==> src/sv/fpdot_pkg.sv <==
// Package: shared types, constants and the binary32 multiply and add functions.
package fpdot_pkg;

  localparam logic [31:0] CANON_NAN = 32'h7FC0_0000;
  localparam logic [31:0] POS_ZERO  = 32'h0000_0000;

  typedef struct packed {
    logic [31:0] elem_a;
    logic [31:0] elem_b;
    logic        last_elem;
    logic        empty_vector;
  } elem_req_t;

  typedef struct packed {
    logic [31:0] dot_value;
    logic        status;
  } dot_res_t;

  function automatic logic not_finite(input logic [31:0] u);
    not_finite = (u[30:23] == 8'hFF);
  endfunction

  function automatic logic is_nan(input logic [31:0] u);
    is_nan = (u[30:23] == 8'hFF) && (u[22:0] != 23'd0);
  endfunction

  // Round-to-nearest-even pack. mag holds the significand with the leading one at bit 26
  // (or smaller for subnormal/zero), exp is the biased exponent for bit 26, sticky in bit 0.
  function automatic logic [31:0] round_pack(input logic sgn, input logic signed [10:0] exp_in,
                                             input logic [26:0] mag_in);
    logic signed [10:0] e;
    logic [26:0] m;
    logic [4:0]  sh;
    logic        st;
    logic [24:0] rnd;
    logic [23:0] sig;
    logic        inc;
    e = exp_in;
    m = mag_in;
    if (e < 11'sd1) begin
      if ((11'sd1 - e) > 11'sd27) begin
        sh = 5'd27;
      end else begin
        sh = 5'((11'sd1 - e));
      end
      st = |(m & ((27'd1 << sh) - 27'd1));
      m = (sh >= 5'd27) ? 27'd0 : (m >> sh);
      m[0] = m[0] | st;
      e = 11'sd0;
    end
    sig = m[26:3];
    inc = m[2] && (m[1] || m[0] || sig[0]);
    rnd = {1'b0, sig} + 25'(inc);
    if (rnd[24]) begin
      e = e + 11'sd1;
      rnd = rnd >> 1;
    end else if (!rnd[23]) begin
      // no hidden bit: subnormal or zero encoding
      e = 11'sd0;
    end else if (e == 11'sd0) begin
      e = 11'sd1;
    end
    if (e >= 11'sd255) begin
      round_pack = {sgn, 8'hFF, 23'd0};
    end else begin
      round_pack = {sgn, e[7:0], rnd[22:0]};
    end
  endfunction

  // Multiply: NaN, infinity and zero cases, else normalize the 48-bit product so that the leading one sits at bit 26.
  function automatic logic [31:0] fmul(input logic [31:0] a, input logic [31:0] b);
    logic        sgn;
    logic [23:0] ma;
    logic [23:0] mb;
    logic signed [10:0] ea;
    logic signed [10:0] eb;
    logic [47:0] p;
    logic [5:0]  lz;
    logic [47:0] pn;
    logic signed [10:0] e;
    logic [26:0] m;
    sgn = a[31] ^ b[31];
    ma = {(a[30:23] != 8'd0), a[22:0]};
    mb = {(b[30:23] != 8'd0), b[22:0]};
    ea = (a[30:23] == 8'd0) ? 11'sd1 : 11'(a[30:23]);
    eb = (b[30:23] == 8'd0) ? 11'sd1 : 11'(b[30:23]);
    lz = 6'd0;
    if (is_nan(a) || is_nan(b)) begin
      fmul = CANON_NAN;
    end else if (not_finite(a) || not_finite(b)) begin
      if ((not_finite(a) && b[30:0] == 31'd0) || (not_finite(b) && a[30:0] == 31'd0)) begin
        fmul = CANON_NAN;
      end else begin
        fmul = {sgn, 8'hFF, 23'd0};
      end
    end else begin
      p = ma * mb;
      if (p == 48'd0) begin
        fmul = {sgn, 31'd0};
      end else begin
        for (int i = 47; i >= 0; i--) begin
          if (p[i] && lz == 6'd0 && i != 47) begin
            lz = 6'(47 - i);
          end
          if (p[47]) lz = 6'd0;
        end
        for (int i = 46; i >= 0; i--) begin
          if (p[i] && (p >> (i + 1)) == 48'd0) lz = 6'(47 - i);
        end
        pn = p << lz;
        e = ea + eb - 11'sd126 - 11'(lz);
        m = {pn[47:22], |pn[21:0]};
        fmul = round_pack(sgn, e, m);
      end
    end
  endfunction

  function automatic logic [31:0] fadd(input logic [31:0] a, input logic [31:0] b);
    logic [31:0] x;
    logic [31:0] y;
    logic [26:0] mx;
    logic [26:0] my;
    logic signed [10:0] ex;
    logic signed [10:0] ey;
    logic [7:0]  d;
    logic        st;
    logic [27:0] s;
    logic [4:0]  lz;
    logic signed [10:0] e;
    logic [26:0] m;
    lz = 5'd0;
    if (is_nan(a) || is_nan(b)) begin
      fadd = CANON_NAN;
    end else if (not_finite(a) && not_finite(b)) begin
      fadd = (a[31] != b[31]) ? CANON_NAN : a;
    end else if (not_finite(a)) begin
      fadd = a;
    end else if (not_finite(b)) begin
      fadd = b;
    end else begin
      if (a[30:0] >= b[30:0]) begin
        x = a; y = b;
      end else begin
        x = b; y = a;
      end
      mx = {(x[30:23] != 8'd0), x[22:0], 3'd0};
      my = {(y[30:23] != 8'd0), y[22:0], 3'd0};
      ex = (x[30:23] == 8'd0) ? 11'sd1 : 11'(x[30:23]);
      ey = (y[30:23] == 8'd0) ? 11'sd1 : 11'(y[30:23]);
      d = 8'(ex - ey);
      if (d > 8'd26) begin
        st = (my != 27'd0);
        my = 27'(st);
      end else begin
        st = |(my & ((27'd1 << d) - 27'd1));
        my = (my >> d) | 27'(st);
      end
      if (x[31] == y[31]) begin
        s = {1'b0, mx} + {1'b0, my};
      end else begin
        s = {1'b0, mx} - {1'b0, my};
      end
      e = ex;
      if (s == 28'd0) begin
        fadd = {(a[31] & b[31]), 31'd0};
      end else if (s[27]) begin
        m = {s[27:2], s[1] | s[0]};
        fadd = round_pack(x[31], e + 11'sd1, m);
      end else begin
        for (int i = 0; i <= 26; i++) begin
          if (s[i]) lz = 5'(26 - i);
        end
        if (11'(lz) > e - 11'sd1) lz = 5'(e - 11'sd1);
        m = 27'(s << lz);
        fadd = round_pack(x[31], e - 11'(lz), m);
      end
    end
  endfunction

endpackage

==> src/sv/fpdot_if.sv <==
// Interfaces: request channel for element pairs, result channel and config write channel.
interface fpdot_req_if (input logic clk);
  logic                  valid;
  logic                  ready;
  fpdot_pkg::elem_req_t  payload;
  modport source (output valid, output payload, input ready);
  modport sink (input valid, input payload, output ready);
endinterface

interface fpdot_res_if (input logic clk);
  logic                 valid;
  logic                 ready;
  fpdot_pkg::dot_res_t  payload;
  modport source (output valid, output payload, input ready);
  modport sink (input valid, input payload, output ready);
endinterface

interface fpdot_cfg_if (input logic clk);
  logic valid;
  logic ready;
  logic data;
  modport source (output valid, output data, input ready);
  modport sink (input valid, input data, output ready);
endinterface

==> src/sv/fp32_dot_product_accumulator_core.sv <==
// Top level: streaming binary32 dot product with running sum and invalid-input checks.
// Usage:
//   req: one element pair per request (elem_a, elem_b, last_elem, empty_vector).
//   res: one result (dot_value, status) per vector, on last_elem or empty_vector.
//   cfg: write of checks_enable (reset 1); write only while the block is idle.
// Throughput: one request per cycle while res is not stalled; the product unit and the
//   adder each take one pipeline stage, so a closing request passes the product register
//   and then the result register before res goes valid.
// The whole pipeline advances together; when res is stalled with a result held,
//   req ready drops and nothing moves, not even stages that hold no result.
// Reset (rst, synchronous): running sum +0, error flag clear, checks on, pipe empty.
// The check flag is sampled by each request entering the product stage and by the
//   closing request at the adder. User must write config only while idle; not enforced.
module fp32_dot_product_accumulator_core (
  input logic         clk,
  input logic         rst,
  fpdot_req_if.sink   req,
  fpdot_res_if.source res,
  fpdot_cfg_if.sink   cfg
);
  logic        checks_enable;
  logic        adv;
  logic        m_valid;
  logic [31:0] m_prod;
  logic        m_bad;
  logic        m_last;
  logic        m_empty;

  assign adv       = !res.valid || res.ready;
  assign req.ready = adv;
  assign cfg.ready = 1'b1;

  always_ff @(posedge clk) begin
    if (rst) begin
      checks_enable <= 1'b1;
    end else if (cfg.valid) begin
      checks_enable <= cfg.data;
    end
  end

  fpdot_mul u_mul (
    .clk(clk), .rst(rst), .adv(adv), .in_valid(req.valid), .in_req(req.payload),
    .checks(checks_enable), .valid(m_valid), .prod(m_prod), .bad(m_bad),
    .last(m_last), .empty(m_empty)
  );

  fpdot_acc u_acc (
    .clk(clk), .rst(rst), .adv(adv), .in_valid(m_valid), .prod(m_prod), .bad(m_bad),
    .last(m_last), .empty(m_empty), .checks(checks_enable), .valid(res.valid),
    .res(res.payload)
  );

  a_stall_hold: assert property (@(posedge clk) disable iff (rst)
    res.valid && !res.ready |=> res.valid && $stable(res.payload))
    else $error("result changed while stalled");
  a_no_accept_stall: assert property (@(posedge clk) disable iff (rst)
    res.valid && !res.ready |-> !req.ready)
    else $error("request taken while result stalled");
  a_err_status: assert property (@(posedge clk) disable iff (rst)
    res.valid && res.payload.dot_value != fpdot_pkg::CANON_NAN && res.payload.status |->
    res.payload.dot_value[30:23] == 8'hFF)
    else $error("invalid status with finite result");
endmodule

==> src/sv/fpdot_mul.sv <==
// Product stage: rounded binary32 product of the input pair, registered with its flags.
module fpdot_mul (
  input  logic                  clk,
  input  logic                  rst,
  input  logic                  adv,
  input  logic                  in_valid,
  input  fpdot_pkg::elem_req_t  in_req,
  input  logic                  checks,
  output logic                  valid,
  output logic [31:0]           prod,
  output logic                  bad,
  output logic                  last,
  output logic                  empty
);
  always_ff @(posedge clk) begin
    if (rst) begin
      valid <= 1'b0;
    end else if (adv) begin
      valid <= in_valid;
    end
    if (adv) begin
      prod  <= fpdot_pkg::fmul(in_req.elem_a, in_req.elem_b);
      bad   <= checks && (fpdot_pkg::not_finite(in_req.elem_a) ||
                          fpdot_pkg::not_finite(in_req.elem_b));
      last  <= in_req.last_elem;
      empty <= in_req.empty_vector;
    end
  end
endmodule

==> src/sv/fpdot_acc.sv <==
// Accumulate stage: running sum, element error and the result register.
module fpdot_acc (
  input  logic                 clk,
  input  logic                 rst,
  input  logic                 adv,
  input  logic                 in_valid,
  input  logic [31:0]          prod,
  input  logic                 bad,
  input  logic                 last,
  input  logic                 empty,
  input  logic                 checks,
  output logic                 valid,
  output fpdot_pkg::dot_res_t  res
);
  logic [31:0] running_sum;
  logic        element_error;
  logic [31:0] sum_next;
  logic        err_next;
  fpdot_pkg::dot_res_t res_next;

  always_comb begin
    sum_next = running_sum;
    err_next = element_error;
    if (!element_error) begin
      if (bad) begin
        err_next = 1'b1;
      end else begin
        sum_next = fpdot_pkg::fadd(running_sum, prod);
      end
    end
    res_next.dot_value = fpdot_pkg::is_nan(sum_next) ? fpdot_pkg::CANON_NAN : sum_next;
    res_next.status    = checks && fpdot_pkg::not_finite(sum_next);
    if (err_next) begin
      res_next.dot_value = fpdot_pkg::CANON_NAN;
      res_next.status    = 1'b1;
    end
    if (empty) begin
      res_next.dot_value = fpdot_pkg::POS_ZERO;
      res_next.status    = 1'b0;
    end
  end

  always_ff @(posedge clk) begin
    if (rst) begin
      running_sum   <= fpdot_pkg::POS_ZERO;
      element_error <= 1'b0;
      valid         <= 1'b0;
    end else if (adv) begin
      valid <= in_valid && (last || empty);
      if (in_valid) begin
        if (last || empty) begin
          running_sum   <= fpdot_pkg::POS_ZERO;
          element_error <= 1'b0;
        end else begin
          running_sum   <= sum_next;
          element_error <= err_next;
        end
      end
    end
    if (adv) begin
      res <= res_next;
    end
  end
endmodule
==> src/flat_wrapper.sv <==
// flat-port wrapper written by rule: the top's interface ports become plain ports
module fp32_dot_product_accumulator_core_flat 
  (clk, rst, req_valid, req_payload, req_ready, res_valid, res_payload, res_ready, cfg_valid, cfg_data, cfg_ready);
  fpdot_req_if req_i (.clk(clk));
  fpdot_res_if res_i (.clk(clk));
  fpdot_cfg_if cfg_i (.clk(clk));
  input logic clk;
  input logic rst;
  input wire logic [$bits(req_i.valid)-1:0] req_valid;
  input wire logic [$bits(req_i.payload)-1:0] req_payload;
  output wire logic [$bits(req_i.ready)-1:0] req_ready;
  output wire logic [$bits(res_i.valid)-1:0] res_valid;
  output wire logic [$bits(res_i.payload)-1:0] res_payload;
  input wire logic [$bits(res_i.ready)-1:0] res_ready;
  input wire logic [$bits(cfg_i.valid)-1:0] cfg_valid;
  input wire logic [$bits(cfg_i.data)-1:0] cfg_data;
  output wire logic [$bits(cfg_i.ready)-1:0] cfg_ready;
  assign req_i.valid = req_valid;
  assign req_i.payload = req_payload;
  assign req_ready = req_i.ready;
  assign res_valid = res_i.valid;
  assign res_payload = res_i.payload;
  assign res_i.ready = res_ready;
  assign cfg_i.valid = cfg_valid;
  assign cfg_i.data = cfg_data;
  assign cfg_ready = cfg_i.ready;
  fp32_dot_product_accumulator_core u_core (.clk(clk), .rst(rst), .req(req_i), .res(res_i), .cfg(cfg_i));
endmodule
==> config.mk <==
export PLATFORM = sky130hd
export DESIGN_NAME = fp32_dot_product_accumulator_core_flat
export DESIGN_NICKNAME = d
export VERILOG_FILES = /design/src/sv/fpdot_pkg.sv /design/src/sv/fpdot_if.sv /design/src/sv/fp32_dot_product_accumulator_core.sv /design/src/sv/fpdot_mul.sv /design/src/sv/fpdot_acc.sv /design/src/flat_wrapper.sv
export SDC_FILE = /design/constraint.sdc
export NUM_CORES = 2
export LEC_CHECK = 0
export ABC_AREA = 1
export BUFFER_PORTS_ARGS = -buffer_cell sky130_fd_sc_hd__buf_2
export CAP_MARGIN = 20
export CORE_MARGIN = 4
export CORE_UTILIZATION = 48
export CTS_CLUSTER_DIAMETER = 40
export CTS_CLUSTER_SIZE = 24
export DETAILED_ROUTE_END_ITERATION = 12
export HOLD_SLACK_MARGIN = 0.12
export SETUP_SLACK_MARGIN = 0.3
export SLEW_MARGIN = 30
export SYNTH_ARGS = -nofsm -noshare
export SYNTH_HDL_FRONTEND = slang
export SYNTH_HIERARCHICAL = 1
export SYNTH_SLANG_ARGS = --single-unit
==> constraint.sdc <==
create_clock -name clk -period 29.8 [get_ports clk]
set_clock_uncertainty 0.1 [all_clocks]
set_input_delay 1.49 -clock clk [delete_from_list [all_inputs] [get_ports clk]]
set_output_delay 1.49 -clock clk [all_outputs]
set_load 0.02 [all_outputs]
==> flow_metrics.py <==
metrics = {
    "run_status": {
        "status": "finished clean",
    },
    "worst_setup_path": {
        "rr_startpoint": "u_core/u_mul/prod[2]",
        "timing.critical_path.mode_cell": "nand2_1",
        "crit_path_end_kind": "register",
        "cp_slowest_stage_delay_ns": 0.89,
        "worstPathArrival_ns": 26.90,
        "critPathSlowestCell": "clkinv_1",
        "crit_type": "in -> reg",
        "path_max_fanout": 93,
        "start_kind": "input port",
        "worstPathRequired_ns": 29.89,
        "cp-startpoint": "req_payload[5]",
    },
    "timing": {
        "setup_tns_ns": 0,
        "setup_violations": 0,
        "hold_viol": 0,
        "rsz0062_at_grt": "no",
        "maxSlewViolCount": 0,
        "relSlewSlack": 0.302,
        "fin_crit_sh": 0.900,
        "worstMarginPinSlew_ns": 1.05,
        "post-route-min-period_ns": 26.81,
        "clock.fmax_mhz": 37.3,
    },
    "clock_tree": {
        "insertion_delay_ns": 0.38,
        "clockRootBuffer": "clkbuf_16",
        "cts_made_buffers": 9,
        "htreeDepth": 3,
        "clk_pin_slew_ns": 0.07,
        "post_cts_buffers": 0,
        "cts_tree": "done",
        "clkSinkCount": 104,
        "cts_resized": 0,
        "cts.path.max_buffers": 2,
        "ctsHoldBuffers": 0,
    },
    "route": {
        "first_pass_iters": 12,
        "finalWirelength_um": 199000,
        "ant_nets": 0,
        "num_vias": 56500,
        "drc_errors": 0,
        "vias_per_cell": 5.67,
        "drtIter0Drc": 5827,
        "avgRoutedWirePerCell_um": 20.0,
    },
    "global_route": {
        "track_usage": 0.336,
        "grt_max_degree": 97,
        "grt_pass1_vias": 53600,
        "grt_overflow": 0,
        "grt_antenna_before_repair": 6,
        "grt_pass1_wl_um": 308000,
    },
    "floorplanning": {
        "dieArea_sq_um": 114000,
        "core-area_sq_um": 108000,
        "start_util": 0.486,
        "die_h_um": 338,
        "num_rows": 120,
        "ios": 108,
        "die_w_um": 338,
    },
    "cells_and_area": {
        "drive_gt1_frac": 0.0681,
        "nets": 9407,
        "multi_input_area_sq_um": 41600,
        "stdcell_count": 9948,
        "area_growth_pct": 2.07,
        "n_fill_cell": 11700,
        "regArea_sq_um": 2760,
        "stdcell_area_sq_um": 53400,
    },
    "place": {
        "placed_cell_area_sq_um": 53000,
        "hpwlAfterDp_um": 159000,
        "placed_cells": 9927,
        "port_buffers": 106,
        "gp_congestion": 1.01,
    },
    "synth": {
        "ys_ff_latch": 104,
        "synth_fp_nets": 9638,
        "syn_inst": 8766,
        "netlist_area_sq_um": 52300,
        "seq_area_frac_synth": 0.0528,
        "avgSynthCellArea_sq_um": 5.97,
        "synth_edf_count": 68,
        "async_flop_share": 0,
        "yosys_warnings": 6,
        "synth-main-ff-cell": "edfxtp_1",
        "yosys.cell_types.count": 88,
    },
    "worst_hold_path": {
        "worstHoldStart": "u_core/u_acc/running_sum[31]",
        "min_path_type": "reg -> reg",
    },
    "job": {
        "maxCapViolCount": 0,
    },
}
registers in the layout, summed over array words and instances, names as in the netlist:
| name | flops |
|---|---|
| u_core/u_mul/prod | 32 |
| u_core/u_acc/element_error | 1 |
| u_core/u_acc/valid | 1 |
| u_core/u_acc/running_sum | 32 |
| u_core/u_mul/valid | 1 |
| u_core/u_mul/last | 1 |
| u_core/checks_enable | 1 |
| u_core/u_mul/empty | 1 |
| u_core/u_mul/bad | 1 |
| u_core/u_acc/res | 33 |
per-layer routing:
metal  GRT usage  routed length [um]
met5           0                  13
met4       0.129                9060
met3      0.0485               15400
met2       0.564               91700
met1       0.439               82700
Yosys cell counts, types with 16 or more instances:
library cell	n	area, sq um
a21oi_1	302	1510
a31oi_1	26	163
buf_2	75	375
buf_4	52	390
buf_6	21	236
clkbuf_1	240	901
clkinv_1	23	86.3
dfxtp_1	36	721
edfxtp_1	68	2040
fa_1	487	9750
ha_1	313	3920
inv_1	1475	5540
inv_2	70	263
nand2_1	2578	9680
nand2_2	85	532
nand3_1	1100	5510
nand3_2	39	390
nand4_1	157	982
nor2_1	602	2260
nor2_2	58	363
nor2_4	27	304
nor3_1	89	445
nor4_1	45	282
o211ai_1	22	165
o21ai_0	291	1460
o21ai_1	50	250
o21ai_2	16	140
o21bai_1	16	120
o31ai_1	27	203
or2_2	19	119
xnor2_1	44	385
xor2_1	87	762
worst max-delay path, delay by kind of cell:
| family | cells | cell delay (ns) |
|---|---|---|
| and+or+nand+nor | 104 | 13.23 |
| adders and majority gates | 11 | 4.90 |
| buffers and inverters | 18 | 3.98 |
| AOI/OAI and AO/OA | 14 | 2.62 |
| xor gates and xnor gates | 2 | 0.50 |
through the flow:
step | hold slack [ns] | utilization | setup slack [ns]
global route | 0.435 | 0.496 | 0.665
floorplan | 0.360 | - | 9.34
global placement | 0.374 | 0.493 | 3.06
CTS | 0.395 | 0.496 | 3.79
finish | 0.398 | 0.496 | 2.99
detailed placement | 0.381 | 0.493 | 3.53
layout by cell type (no fill, tap or decap), drive strengths merged, types with 6 or more instances in the layout:
| master | netlist | layout |
|---|---|---|
| o21a | 9 | 9 |
| nand3b | 9 | 9 |
| buf | 165 | 172 |
| o311ai | 6 | 6 |
| a31oi | 28 | 28 |
| a21oi | 318 | 318 |
| a2111oi | 6 | 6 |
| clkinv | 24 | 28 |
| nor4 | 45 | 45 |
| inv | 1545 | 1545 |
| or2 | 27 | 27 |
| fa | 487 | 487 |
| nor3 | 96 | 96 |
| xnor2 | 44 | 44 |
| ha | 313 | 313 |
| o31ai | 28 | 28 |
| dfxtp | 36 | 36 |
| o22ai | 11 | 11 |
| o21ai | 357 | 357 |
| nand4 | 162 | 162 |
| o21bai | 22 | 22 |
| o221ai | 7 | 7 |
| mux2i | 10 | 10 |
| o211ai | 22 | 22 |
| nand3 | 1142 | 1142 |
| clkbuf | 242 | 9 |
| o2111ai | 10 | 10 |
| nor2 | 688 | 688 |
| nand2 | 2676 | 2676 |
| edfxtp | 68 | 68 |
| xor2 | 91 | 91 |
| a211oi | 7 | 7 |
| and2 | 10 | 10 |
area by class of cell:
| class | instances | area share |
|---|---|---|
| clock buffer | 9 | 0.00422 |
| multi-input combinational | 6679 | 0.780 |
| antenna | 5 | 0.000234 |
| clock inverter | 7 | 0.00148 |
| timing repair buffer | 172 | 0.0194 |
| sequential | 104 | 0.0517 |
| tap | 1403 | 0.0329 |
| inverter | 1569 | 0.110 |
cell families after synthesis:
kind of cell | count (synthesis) | synth area share
simple gates | 4864 | 0.411
compound gates | 869 | 0.0973
flops | 104 | 0.0528
fa+ha+maj | 800 | 0.261
mux | 10 | 0.00191
other cells | 1 | 0.0000717
buf+inv | 1983 | 0.153
xor+xnor | 135 | 0.0234
path summary, 6_finish.rpt:
check / to / slack, ns / cells after the start
worst max-delay path: u_core/u_mul/prod[21] / 2.99 / 149
worst min-delay path: u_core/u_acc/running_sum[31] / 0.40 / 2
worst max register to register: u_core/u_acc/running_sum[20] / 7.66 / 101
worst min register to register: u_core/u_acc/running_sum[31] / 0.40 / 2
Power is not shown: default switching activity piles up to over one toggle a cycle in this logic, so the estimate is an artifact.
